$ cat src/design/text_console_glyph_renderer_unit_macros.svh
// Assertion macros for the glyph renderer.
`ifndef TEXT_CONSOLE_GLYPH_RENDERER_UNIT_MACROS_SVH
`define TEXT_CONSOLE_GLYPH_RENDERER_UNIT_MACROS_SVH

`ifndef SYNTHESIS
// ante |-> cons, same cycle
`define TCGR_ASSERT_NOW(lbl, clk, rst, ante, cons) \
  lbl: assert property (@(posedge clk) disable iff (rst) (ante) |-> (cons)) \
    else $error("tcgr: same-cycle check failed");
// ante |=> cons, next cycle
`define TCGR_ASSERT_NEXT(lbl, clk, rst, ante, cons) \
  lbl: assert property (@(posedge clk) disable iff (rst) (ante) |=> (cons)) \
    else $error("tcgr: next-cycle check failed");
`else
`define TCGR_ASSERT_NOW(lbl, clk, rst, ante, cons)
`define TCGR_ASSERT_NEXT(lbl, clk, rst, ante, cons)
`endif

`endif

$ cat src/design/tcgr_pkg.sv
package tcgr_pkg;

  localparam int GLYPH_COUNT = 256;
  localparam int GLYPH_ROWS  = 8;
  localparam int GLYPH_BITS  = 64;
  localparam int FONT_DEPTH  = GLYPH_COUNT * GLYPH_ROWS;
  localparam int FONT_AW     = $clog2(FONT_DEPTH);

  localparam int CFG_W       = 13;
  localparam int CFG_IDX_W   = 1;
  localparam int IN_DATA_W   = 24;
  localparam int OUT_DATA_W  = 32;

  // input kinds
  localparam logic [1:0] KIND_LOAD = 2'd0;
  localparam logic [1:0] KIND_DRAW = 2'd1;
  localparam logic [1:0] KIND_HOME = 2'd2;

  // configuration register indexes
  localparam logic [CFG_IDX_W-1:0] REG_SCREEN_WIDTH = 1'd0;
  localparam logic [CFG_IDX_W-1:0] REG_FONT_SCALE   = 1'd1;

  localparam logic [12:0] SCREEN_WIDTH_RST = 13'd640;
  localparam logic [3:0]  FONT_SCALE_RST   = 4'd1;
  localparam logic [7:0]  NEWLINE_CODE     = 8'd10;

  typedef enum logic [2:0] {
    ST_IDLE,
    ST_WRAP,
    ST_NL,
    ST_LOAD,
    ST_LWAIT,
    ST_EMIT,
    ST_ADV
  } state_t;

  typedef struct packed {
    logic take;      // latch the character code
    logic font_wr;   // write a font row from the input item
    logic home;
    logic wrap;      // line advance if the glyph does not fit
    logic line_adv;
    logic rd;        // read the next glyph row
    logic emit;      // send one square
    logic advance;   // move cursor_x past the glyph
  } cmd_t;

  typedef struct packed {
    logic is_newline;
    logic in_range;
    logic rd_last;
    logic glyph_empty;
    logic out_free;
  } sts_t;

endpackage

$ cat src/design/tcgr_ctrl.sv
module tcgr_ctrl (
  input  logic              clk,
  input  logic              rst,
  input  logic              in_valid,
  input  logic [1:0]        in_kind,
  output logic              in_ready,
  input  tcgr_pkg::sts_t    sts,
  output tcgr_pkg::cmd_t    cmd
);

  tcgr_pkg::state_t state;
  tcgr_pkg::state_t state_next;
  logic             acc;

  assign in_ready = (state == tcgr_pkg::ST_IDLE);
  assign acc      = in_valid && in_ready;

  always_ff @(posedge clk) begin
    if (rst) begin
      state <= tcgr_pkg::ST_IDLE;
    end else begin
      state <= state_next;
    end
  end

  always_comb begin
    state_next = state;
    unique case (state)
      tcgr_pkg::ST_IDLE: begin
        if (acc && in_kind == tcgr_pkg::KIND_DRAW) state_next = tcgr_pkg::ST_WRAP;
      end
      tcgr_pkg::ST_WRAP: begin
        if (sts.is_newline) state_next = tcgr_pkg::ST_NL;
        else if (!sts.in_range) state_next = tcgr_pkg::ST_ADV;
        else state_next = tcgr_pkg::ST_LOAD;
      end
      tcgr_pkg::ST_NL:    state_next = tcgr_pkg::ST_IDLE;
      tcgr_pkg::ST_LOAD: begin
        if (sts.rd_last) state_next = tcgr_pkg::ST_LWAIT;
      end
      tcgr_pkg::ST_LWAIT: state_next = tcgr_pkg::ST_EMIT;
      tcgr_pkg::ST_EMIT: begin
        if (sts.glyph_empty) state_next = tcgr_pkg::ST_ADV;
      end
      tcgr_pkg::ST_ADV:   state_next = tcgr_pkg::ST_IDLE;
      default:            state_next = tcgr_pkg::ST_IDLE;
    endcase
  end

  always_comb begin
    cmd = '0;
    unique case (state)
      tcgr_pkg::ST_IDLE: begin
        cmd.take    = acc && in_kind == tcgr_pkg::KIND_DRAW;
        cmd.font_wr = acc && in_kind == tcgr_pkg::KIND_LOAD;
        cmd.home    = acc && in_kind == tcgr_pkg::KIND_HOME;
      end
      tcgr_pkg::ST_WRAP:  cmd.wrap     = 1'b1;
      tcgr_pkg::ST_NL:    cmd.line_adv = 1'b1;
      tcgr_pkg::ST_LOAD:  cmd.rd       = 1'b1;
      tcgr_pkg::ST_LWAIT: cmd          = '0;
      tcgr_pkg::ST_EMIT:  cmd.emit     = !sts.glyph_empty && sts.out_free;
      tcgr_pkg::ST_ADV:   cmd.advance  = 1'b1;
      default:            cmd          = '0;
    endcase
  end

endmodule

$ cat config.mk
export PLATFORM = sky130hd
export DESIGN_NAME = tcgr_ctrl
export DESIGN_NICKNAME = d
export VERILOG_FILES = /design/src/design/text_console_glyph_renderer_unit_macros.svh /design/src/design/tcgr_pkg.sv /design/src/design/tcgr_ctrl.sv
export SDC_FILE = /design/constraint.sdc
export NUM_CORES = 1
export LEC_CHECK = 0
export BUFFER_PORTS_ARGS = -buffer_cell sky130_fd_sc_hd__buf_2
export CORE_AREA = 2 2 39 41
export DETAILED_ROUTE_END_ITERATION = 16
export DIE_AREA = 0 0 41 43
export GPL_TIMING_DRIVEN = 0
export MAX_ROUTING_LAYER = met4
export PLACE_DENSITY = 0.44
export SLEW_MARGIN = 15
export SYNTH_ARGS = -nofsm -noshare
export SYNTH_HDL_FRONTEND = slang
export SYNTH_SLANG_ARGS = --single-unit
$ cat constraint.sdc
create_clock -name clk -period 3.25 [get_ports clk]
set_input_delay 0.325 -clock clk [delete_from_list [all_inputs] [get_ports clk]]
set_output_delay 0.325 -clock clk [all_outputs]
set_load 0.01 [all_outputs]
# Word level (Yosys, flattened, before mapping)

Cells that the tools add are included.

Output and inout port bits: 9
Logic and storage cells: 33
Register bits after elaboration: 3

Eq/ne operators: 11
Reductions and logical operators: 9
Multiplexer cells: 12

Operator list:

| kind                                                                    | count |
|---|---|
| 3-bit two-way mux                                                       | 6 |
| 3-bit one-hot mux with 5 select lines                                   | 1 |
| 3-bit equality test, second input constant                              | 3 |
| 3-bit by 2-bit equality test with 1-bit output, second input constant   | 2 |
| 1-bit logical AND                                                       | 5 |
| 1-bit two-way mux                                                       | 5 |
| 2-bit inequality test, second input constant                            | 2 |
| 3-bit by 1-bit equality test with 1-bit output, second input constant   | 1 |
| 3-bit zero test                                                         | 1 |
| 3-bit AND reduction                                                     | 1 |
| 2-bit by 1-bit equality test with 1-bit output, second input constant   | 1 |
| 2-bit equality test, second input constant                              | 1 |
| 2-bit zero test                                                         | 1 |
| 2-bit by 1-bit inequality test with 1-bit output, second input constant | 1 |
| 1-bit zero test                                                         | 1 |

# Logic depth before layout (Yosys ltp)

Depth in word-level cells: 5
Mapped depth: 5

# Worst setup path after synthesis

OpenSTA, ideal clock, no wires.

Path kind: register to output
Start point: register state[1]
End point: output port cmd[5] (netlist bit)
Slack: 1598 ps
Buffers on the path: 1
Stages on the path, launching flop included: 6
Arrival: 1327 ps
Required time: 2925 ps
Path through: dfxtp_1 buf_6 or3_4 inv_1 nand2_1 nor3b_1

RTL lines:

| item                   | line            | RTL |
|---|---|---|
| start, declared        | tcgr_ctrl.sv:11 | `tcgr_pkg::state_t state;` |
| start signal, assigned | tcgr_ctrl.sv:20 | `state <= tcgr_pkg::ST_IDLE;` |
| start signal, assigned | tcgr_ctrl.sv:22 | `state <= state_next;` |
| end, declared          | tcgr_ctrl.sv:8  | `output tcgr_pkg::cmd_t cmd` |

==> flow_summary.yaml <==
global_route:
  grt_pass1_vias: 246
  grt_max_degree: 11
  gr-total-overflow: 0
  antenna_found_initial: 0
  track_usage_pct: 8.23
  grt_pass1_wl_um: 945
cells_and_area:
  drive_gt1_share_pct: 44.1
  syn_to_final_growth_pct: 46.8
  finalNonFillerCells: 75
  largest_register: "state"
  top_regs: "state (3)"
  multi_input_area_um2: 204
  nFillCells: 158
  largest_reg_flops: 3
  diodes: 0
  regArea_um2: 60.1
  final_nets: 70
die:
  core-area_mm2: 0.00138
  dieWidth_um: 41
  io_pins: 19
  row_count: 14
  dieArea_mm2: 0.00176
  start_util_pct: 21.1
  die_h_um: 43
job:
  drv_cap: 0
power_and_ir_drop:
  ir_drop_mv: 0.191
  netSwitchingPower_w: 0.0000444
  swShare_pct: 28.4
  power_frac_clock_pct: 41.6
  leakage_nw: 0.216
  intPower_w: 0.000112
  powerDensity_mw_per_mm2: 365
  power_frac_comb_pct: 32.3
  p_seq_share_pct: 26.1
timing:
  setup_tns_ps: 0
  relSlewSlack_pct: 76.6
  fin_skew_ps: 0.858
  tightest_slew_ps: 343
  fmax_mhz: 532
  fin_crit_ps: 1880
  period_share_pct: 57.8
  report.final.slew_viol_count: 0
  hold_viol: 0
  holdWs_ps: 304
  setup_viol: 0
  rsz0062_at_grt: "false"
detailed_routing:
  wl_per_cell_um: 9.25
  vias: 346
  post-route-drc-count: 0
  vias_per_cell: 4.61
  routed_wl_um: 694
  drt_iter0_drc: 3
  postRouteAntennaNets: 0
  drtPass1Iterations: 2
clock_network:
  cts_hold_buf: 0
  cts_resized: 0
  clk_path_buf_depth: 2
  cts_root_buf: "clkbuf_4"
  clock_latency_ps: 230
  clk_pin_slew_ps: 40
  cts_tree: "built"
  htree_num_levels: 1
  numCtsBuffers: 3
  cts.sink_count: 3
  cts_setup_buffers: 0
synthesis:
  syn_nets: 47
  syn_area_per_cell_um2: 7.88
  synthCells: 37
  seq_area_frac_synth_pct: 20.6
  mappedNetlistArea_um2: 292
  ys_types: 22
  ys_seq_elements: 3
  yosysWarnings: 0
worst_setup_path:
  required_ps: 2920
  path_cells: "buf_2 > or3_4 > inv_1 > nand2_1 > nor3b_1 > buf_2"
  cpMostUsedCell: "buf_2"
  crit_family: "simple AND/OR/NAND/NOR gates"
  arrival_ps: 1550
  cp-start-kind: "flop"
  max_stage_delay_ps: 390
  critPathCaptureType: "output port"
  critPathKind: "reg -> out"
  worstPathMaxFanout: 10
  path_buf_inv: 3
  cp_slowest_cell: "or3_4"
place:
  dp_cells: 71
  dp_hpwl_um: 563
  globalplace.congestion: 0.681
  io_buffer_count: 18
min_path:
  hp-class: "in -> reg"
outcome:
  outcome: "completed"
through the flow:
| step | cell area [um^2] | setup WS [ps] | utilization, % | total power, W |
|---|---|---|---|---|
| floorplan | 292 | 1600 | - | 0.0000751 |
| global placement | 402 | 1620 | 29.0 | 0.0000926 |
| detailed placement | 402 | 1610 | 29.0 | 0.0000928 |
| CTS | 428 | 1350 | 30.9 | 0.000160 |
| global route | 428 | 1270 | 30.9 | 0.000169 |
| finish | 428 | 1370 | 30.9 | 0.000156 |
synthesized netlist by cell type:
cell type / instances / area share [%]
nand4bb_1: 1 / 3.9
nor3_1: 1 / 1.7
nor2b_1: 2 / 4.3
o22ai_1: 2 / 4.3
clkbuf_1: 1 / 1.3
nor3b_1: 2 / 5.1
dfxtp_1: 3 / 21
or2_2: 1 / 2.1
or3_4: 1 / 3.9
a31oi_1: 1 / 2.1
o211ai_2: 1 / 4.3
a2111oi_0: 1 / 3.0
nor4b_1: 1 / 3.0
or4bb_1: 1 / 3.9
nor2_1: 5 / 6.4
nand2_1: 2 / 2.6
buf_6: 1 / 3.9
mux2_1: 1 / 3.9
buf_2: 1 / 1.7
and2_1: 3 / 6.4
and3b_1: 3 / 9.0
inv_1: 2 / 2.6
worst reg2reg max path, delay by kind of cell (launching register included):
| kind | cells | cell delay, ps |
|---|---|---|
| compound gates | 1 | 90 |
| buf+inv | 1 | 190 |
| flops | 1 | 300 |
| mux | 1 | 320 |
| simple gates | 1 | 460 |
cells in the final DEF (no fill, tap or decap):
cell type	n
a2111oi_0	1
and2_1	3
mux2_1	1
nand2_1	2
nor2b_1	2
buf_2	19
or2_2	1
inv_1	2
and3b_1	3
o22ai_1	2
nand4bb_1	1
nor3_1	1
or3_4	1
clkbuf_4	3
buf_6	1
o211ai_2	1
dfxtp_1	3
nor3b_1	2
or4bb_1	1
clkbuf_1	2
a31oi_1	1
nor2_1	5
nor4b_1	1
cell type report:
| cell class | instances | area share (%) |
|---|---|---|
| timing repair buffer | 18 | 21.1 |
| tap | 16 | 4.68 |
| sequential | 3 | 14.0 |
| clock buffer | 4 | 6.14 |
| inverter | 2 | 1.75 |
| buffer | 3 | 4.68 |
| multi-input combinational | 29 | 47.7 |
worst paths after layout:
kind / start / end / slack, ps / cells after the start
hold reg to reg: state[2] / state[0] / 620 / 2
setup reg to reg: state[0] / state[2] / 1780 / 4
hold / removal: rst / state[0] / 300 / 2
setup / recovery: state[0] / cmd[5] / 1370 / 6
power groups by stage:
stage | clock network (W) | registers, W | logic (W)
after global placement | 0 | 0.0000412 | 0.0000513
after detailed placement | 0 | 0.0000413 | 0.0000515
after CTS | 0.0000682 | 0.0000408 | 0.0000515
final | 0.0000650 | 0.0000408 | 0.0000505
after global routing | 0.0000714 | 0.0000409 | 0.0000571
after floorplan | 0 | 0.0000410 | 0.0000341
layer usage:
layer / routed length (um) / global-route usage, % / share of wire [%]
met5: 0 / - / 0
met4: 0 / 2.00 / 0
met3: 65 / 6.28 / 9.4
met2: 305 / 10.3 / 44
met1: 323 / 10.3 / 47
cells by family (layout without fill, tap and decap cells):
| group | after synthesis | in the layout | synth area share [%] |
|---|---|---|---|
| AND/OR/NAND/NOR | 23 | 23 | 52.4 |
| AO/OA/AOI/OAI | 5 | 5 | 13.7 |
| buffers and inverters | 5 | 27 | 9.44 |
| flip-flops | 3 | 3 | 20.6 |
| multiplexers | 1 | 1 | 3.86 |
Note: power is estimated with default switching activity, not from simulation.
